--- src/rtl/bpc_pkg.sv ---
// Shared widths, register codes and types of the barometric pressure compensation block.
package bpc_pkg;

  localparam int RAW_W     = 24;
  localparam int FRAC_W    = 24;
  localparam int P_W       = 31;
  localparam int Q_MW      = 30;
  localparam int RECIP_W   = 31;
  localparam int DIV_W     = 23;
  localparam int NMD_W     = RAW_W + FRAC_W + 1;
  localparam int CMP_W     = Q_MW + DIV_W + 1;
  localparam int CL_W      = 20;
  localparam int CS_W      = 16;
  localparam int A_W       = CS_W + P_W;
  localparam int B_W       = P_W + A_W - FRAC_W;
  localparam int TP_W      = P_W + P_W - FRAC_W;
  localparam int PP_W      = P_W + B_W - FRAC_W;
  localparam int TPD_W     = TP_W + A_W - FRAC_W;
  localparam int TOT_W     = PP_W + 1;
  localparam int OUT_SHIFT = 18;
  localparam int RND_W     = TOT_W - OUT_SHIFT;
  localparam int OUT_W     = 32;
  localparam int CFG_W     = CL_W;
  localparam int REG_IDX_W = 3;

  localparam logic [REG_IDX_W-1:0] REG_OFFSET = 3'd0;
  localparam logic [REG_IDX_W-1:0] REG_P1     = 3'd1;
  localparam logic [REG_IDX_W-1:0] REG_P2     = 3'd2;
  localparam logic [REG_IDX_W-1:0] REG_P3     = 3'd3;
  localparam logic [REG_IDX_W-1:0] REG_T1     = 3'd4;
  localparam logic [REG_IDX_W-1:0] REG_TP1    = 3'd5;
  localparam logic [REG_IDX_W-1:0] REG_TP2    = 3'd6;

  localparam logic [RAW_W-1:0] RAW_REJECT = 24'h800000;

  localparam int SCALE_LAT = 5;
  localparam int POLY_LAT  = 13;
  localparam int LAT       = SCALE_LAT + POLY_LAT + 1;

  typedef struct packed {
    logic signed [CL_W-1:0] offset;
    logic signed [CL_W-1:0] p1;
    logic signed [CS_W-1:0] p2;
    logic signed [CS_W-1:0] p3;
    logic signed [CS_W-1:0] t1;
    logic signed [CS_W-1:0] tp1;
    logic signed [CS_W-1:0] tp2;
  } bpc_coef_t;

endpackage

--- src/rtl/bpc_scale.sv ---
// Pipelined scaling of a raw reading into Q7.24 by a constant divisor with rounding.
module bpc_scale
  import bpc_pkg::*;
#(
  parameter int DIVISOR = 253952
) (
  input  logic                    clk,
  input  logic signed [RAW_W-1:0] raw,
  output logic signed [P_W-1:0]   q
);

  localparam logic [RECIP_W-1:0] RECIP = RECIP_W'((64'd1 << (2 * FRAC_W)) / DIVISOR);
  localparam logic [DIV_W-1:0] DIV_C = DIV_W'(DIVISOR);
  localparam logic signed [NMD_W-1:0] CORR = NMD_W'(DIVISOR - DIVISOR / 2);

  logic [RAW_W-1:0]           mag_r, mag_nxt;
  logic [3:0]                 neg_r;
  logic [RAW_W+RECIP_W-1:0]   quo_r, quo_nxt;
  logic signed [NMD_W-1:0]    nmd_r, nmd_nxt, nmd3_r;
  logic [Q_MW-1:0]            q0_r;
  logic [Q_MW+DIV_W-1:0]      q0d_r, q0d_nxt;
  logic [Q_MW-1:0]            qc_r, qc_nxt;
  logic signed [P_W-1:0]      q_r, q_nxt;
  logic                       ge;

  always_comb begin
    mag_nxt = raw[RAW_W-1] ? RAW_W'(-raw) : RAW_W'(raw);
    quo_nxt = mag_r * RECIP;
    nmd_nxt = $signed({1'b0, mag_r, {FRAC_W{1'b0}}}) - CORR;
    q0d_nxt = quo_r[FRAC_W +: Q_MW] * DIV_C;
    ge      = ($signed({1'b0, q0d_r}) <= CMP_W'(nmd3_r));
    qc_nxt  = q0_r + Q_MW'(ge);
    q_nxt   = neg_r[3] ? -$signed({1'b0, qc_r}) : $signed({1'b0, qc_r});
  end

  always_ff @(posedge clk) begin
    mag_r  <= mag_nxt;
    neg_r  <= {neg_r[2:0], raw[RAW_W-1]};
    quo_r  <= quo_nxt;
    nmd_r  <= nmd_nxt;
    q0_r   <= quo_r[FRAC_W +: Q_MW];
    q0d_r  <= q0d_nxt;
    nmd3_r <= nmd_r;
    qc_r   <= qc_nxt;
    q_r    <= q_nxt;
  end

  assign q = q_r;

endmodule

--- config.mk ---
export PLATFORM = sky130hd
export DESIGN_NAME = bpc_scale
export DESIGN_NICKNAME = d
export VERILOG_FILES = /design/src/rtl/bpc_pkg.sv /design/src/rtl/bpc_scale.sv
export SDC_FILE = /design/constraint.sdc
export NUM_CORES = 1
export LEC_CHECK = 0
export CORE_MARGIN = 5
export CORE_UTILIZATION = 65
export CTS_CLUSTER_SIZE = 28
export DETAILED_ROUTE_END_ITERATION = 8
export DONT_BUFFER_PORTS = 1
export PLACE_DENSITY = 0.86
export SYNTH_ARGS = -nofsm -noshare
export SYNTH_HDL_FRONTEND = slang
export SYNTH_SLANG_ARGS = --single-unit
--- constraint.sdc ---
create_clock -name clk -period 6.2 [get_ports clk]
set_clock_uncertainty 0.1 [all_clocks]
set_input_delay 0.62 -clock clk [delete_from_list [all_inputs] [get_ports clk]]
set_output_delay 0.62 -clock clk [all_outputs]
set_load 0.01 [all_outputs]
==> impl_metrics.csv <==
group,metric,value,unit
yosys,synth-seq-cells,233,
clock_tree,library_cell_used_as_clock_root_buffer,"sky130_fd_sc_hd__clkbuf_16",
floorplanning,die_y,162,µm
finish,drive_above_1_share,0.0446,
yosys,synth_top_area_frac,0.309,
finish,area.growth.synth_to_final,8.42,%
yosys,synth.lib_cells_used.distinct,66,
timing,grt_setup_unrepaired,"false",
finish,final-seq-area,4660,µm²
clock_tree,clk-insertion-delay-late,0.54,ns
floorplanning,chipWidth,162,µm
worst_setup_path,critical_path_class,"flip-flop to flip-flop",
yosys,synth.area.mux_share,0.00133,
yosys,synth-adder-area-share,0.336,
routing,wire_per_inst,17.0,µm
yosys,synth.area.top_cells,"sky130_fd_sc_hd__dfxtp_1 (31%), sky130_fd_sc_hd__ha_1 (18%), sky130_fd_sc_hd__fa_1 (16%)",
floorplanning,num_rows,55,
finish,multi_input_area,9900,µm²
worst_setup_path,required,6.52,ns
yosys,synth.yosys.seq_area_share,0.309,
routing,drt.antenna.violating_nets,0,
clock_tree,cts-buffers-inserted,25,
clock_tree,h-tree-depth,1,
timing,drv_slew,0,
grt,groute.layer.met2.usage,0.410,
grt,antenna_found_initial,0,
grt,globalRouteOverflowTotal,0,
clock_tree,cts.sink_count,233,
yosys,net_count_after_synthesis,1801,
worst_setup_path,crit_path_start,"mag_r[21]",
timing,period_needed,5.74,ns
yosys,synth_compound_area_frac,0.122,
finish,antenna_cells_inserted,0,
routing,route.detailed.drc,0,
worst_setup_path,critPathCaptureType,"flip-flop",
job,cap_violations,0,
placement,port_buffers,0,
timing,setup_tns,0,ns
floorplanning,effective_utilization_at_floorplan,0.662,
clock_tree,clock_buffer_depth,3,
floorplanning,core_area,22800,µm²
clock_tree,cts_tree,"done",
floorplanning,ios,56,
timing,maxSlewHeadroom,0.335,
yosys,most_frequent_cells_after_synthesis,"sky130_fd_sc_hd__dfxtp_1 (233), sky130_fd_sc_hd__ha_1 (212), sky130_fd_sc_hd__inv_1 (128)",
grt,first_global_vias,10700,
grt,global_routing_s_busiest_layer,"met2",
yosys,combinational_family_with_the_most_area_after_synthesis,"adder cells",
yosys,yosysWarnings,0,
worst_setup_path,crit_arrival,6.06,ns
yosys,synthFlopType,"sky130_fd_sc_hd__dfxtp_1",
placement,dp_hpwl,24100,µm
yosys,synthMostInstantiatedCell,"sky130_fd_sc_hd__dfxtp_1",
yosys,avgSynthCellArea,10.4,µm²
routing,drt_first_pass_iters,5,
clock_tree,path_clk_slew,0.06,ns
timing,transition_at_the_pin_with_the_smallest_max_transition_slack,0.996,ns
timing,report.final.hold_viol_count,0,
timing,timing.fmax,0.174,GHz
floorplanning,die-area,26400,µm²
routing,detail_route.wirelength,30400,µm
finish,filler_cell_count,1581,
yosys,post-synth-top-area-cell,"sky130_fd_sc_hd__dfxtp_1",
finish,design.final.nets,1818,
grt,grt_usage,0.238,
worst_setup_path,setup.worst_path.start_class,"flip-flop",
grt,grtUsageMet3,0.0354,
timing,final.period_utilization,0.926,
yosys,post_synth_xor_area_fraction,0.0917,
grt,met1_usage,0.310,
min_path,min_delay_worst_type,"input port to flip-flop",
yosys,synthesis.area,15100,µm²
timing,setup_violating_endpoint_count_in_the_final_report,0,
worst_setup_path,worst-path-max-fanout,11,
routing,initialDrtViolationCount,649,
placement,finalWeightedCongestion,0.913,
grt,global_route_wire_length_before_repair,51700,µm
yosys,edff_count_synth,0,
routing,num_vias,10300,
yosys,cell_count_after_synthesis,1444,
worst_setup_path,regToRegStartpoint,"mag_r[21]",
min_path,holdCritStartpoint,"raw[22]",
yosys,yosys.area_share.simple,0.104,
yosys,async_set_or_reset_flop_fraction_in_the_synthesized_netlist,0,
status,run_status,"finished clean",
routing,viasPerCell,5.72,
grt,grt_start_max_net_pins,32,
==> stage by stage <==
step	worst slack [ns]	instances	instance area (µm²)	utilization	hold WS, ns
floorplan	1.05	1444	15100	-	0.210
global placement	0.564	1745	15400	0.678	0.210
detailed placement	0.374	1745	15400	0.678	0.212
CTS	0.339	1793	16400	0.718	0.0446
global route	0.0948	1793	16400	0.718	0.0543
finish	0.460	1793	16400	0.718	0.0642
==> worst max-delay path, cell delays in order, from the launching register on <==
cell and delay (ns):
sky130_fd_sc_hd__dfxtp_1 0.44, sky130_fd_sc_hd__ha_1 0.33, sky130_fd_sc_hd__fa_1 0.58, sky130_fd_sc_hd__inv_1 0.14
sky130_fd_sc_hd__fa_1 0.53, sky130_fd_sc_hd__fa_1 0.54, sky130_fd_sc_hd__inv_1 0.04, sky130_fd_sc_hd__ha_1 0.28
sky130_fd_sc_hd__ha_1 0.52, sky130_fd_sc_hd__nand3_1 0.23, sky130_fd_sc_hd__nor4b_2 0.40, sky130_fd_sc_hd__nand3_1 0.12
sky130_fd_sc_hd__o221ai_1 0.30, sky130_fd_sc_hd__o21ba_2 0.18, sky130_fd_sc_hd__o21ai_0 0.18, sky130_fd_sc_hd__a31oi_1 0.41
sky130_fd_sc_hd__and4_1 0.25, sky130_fd_sc_hd__nor3_1 0.05
==> registers in the layout, indices dropped and copies added, names as in the netlist <==
register	flops
nmd3_r	25
quo_r	30
nmd_r	25
q	31
neg_r	4
qc_r	30
q0_r	30
mag_r	24
q0d_r	34
==> cell usage in the layout (no fill, tap or decap), types with 7 or more instances in the layout <==
cell type,Yosys,routed
sky130_fd_sc_hd__dfxtp_1,233,233
sky130_fd_sc_hd__ha_1,212,212
sky130_fd_sc_hd__inv_1,128,128
sky130_fd_sc_hd__fa_1,120,120
sky130_fd_sc_hd__xnor2_1,108,108
sky130_fd_sc_hd__nand2_1,75,75
sky130_fd_sc_hd__a21oi_1,69,69
sky130_fd_sc_hd__o21ai_0,59,59
sky130_fd_sc_hd__nor2_1,57,57
sky130_fd_sc_hd__xor2_1,50,50
sky130_fd_sc_hd__a21o_1,44,44
sky130_fd_sc_hd__nand3_1,27,27
sky130_fd_sc_hd__clkbuf_16,0,25
sky130_fd_sc_hd__nand2b_1,23,23
sky130_fd_sc_hd__nor3_1,19,19
sky130_fd_sc_hd__o31ai_1,18,18
sky130_fd_sc_hd__nand4_1,15,15
sky130_fd_sc_hd__a31oi_1,12,12
sky130_fd_sc_hd__nor2b_1,11,11
sky130_fd_sc_hd__or4_1,11,11
sky130_fd_sc_hd__and3_1,10,10
sky130_fd_sc_hd__o21bai_1,9,9
sky130_fd_sc_hd__o21a_1,9,9
sky130_fd_sc_hd__nor4_1,9,9
sky130_fd_sc_hd__o41ai_1,9,9
sky130_fd_sc_hd__a211oi_1,7,7
sky130_fd_sc_hd__and4_1,7,7
==> cell type report <==
class / instances / area share
flip-flops and latches: 233 / 0.285
inverters: 129 / 0.0296
multi-input cells: 1070 / 0.605
clock buffers: 31 / 0.0408
well taps: 313 / 0.0239
repair buffers: 2 / 0.00122
clock inverters: 15 / 0.0142
==> final timing paths <==
path | cells after the start | slack (ns) | to
worst min-delay path | 1 | 0.06 | mag_r[23]
worst max-delay path | 17 | 0.46 | quo_r[53]
worst max register to register | 17 | 0.46 | quo_r[53]
worst min register to register | 0 | 0.22 | nmd3_r[44]
==> routing by layer <==
| layer | share of wire | vias to the layer above |
|---|---|---|
| met4 | 0.036 | 0 |
| met1 | 0.43 | 4870 |
| met2 | 0.48 | 255 |
| met5 | 0 | - |
| li1 | - | 5056 |
| met3 | 0.046 | 73 |
==> cells by family (layout without fill, tap and decap cells) <==
group / Yosys count / in the layout
XOR/XNOR: 158 / 158
flip-flops: 233 / 233
adder cells (fa/ha/maj): 333 / 333
AND/OR/NAND/NOR: 301 / 301
AO/OA/AOI/OAI: 276 / 276
buffers and inverters: 141 / 177
multiplexers: 2 / 2
==> what timing repair did <==
item / 4_1_cts / 5_1_grt
setup buffers: 0 / 0
hold buffers: 2 / 0
gates resized for setup: 0 / 1
endpoints found under the setup margin: 0 / 2
endpoints found under the hold margin: 2 / 0
Power is not shown: default switching activity piles up to over one toggle a cycle in this logic, so the estimate is an artifact.
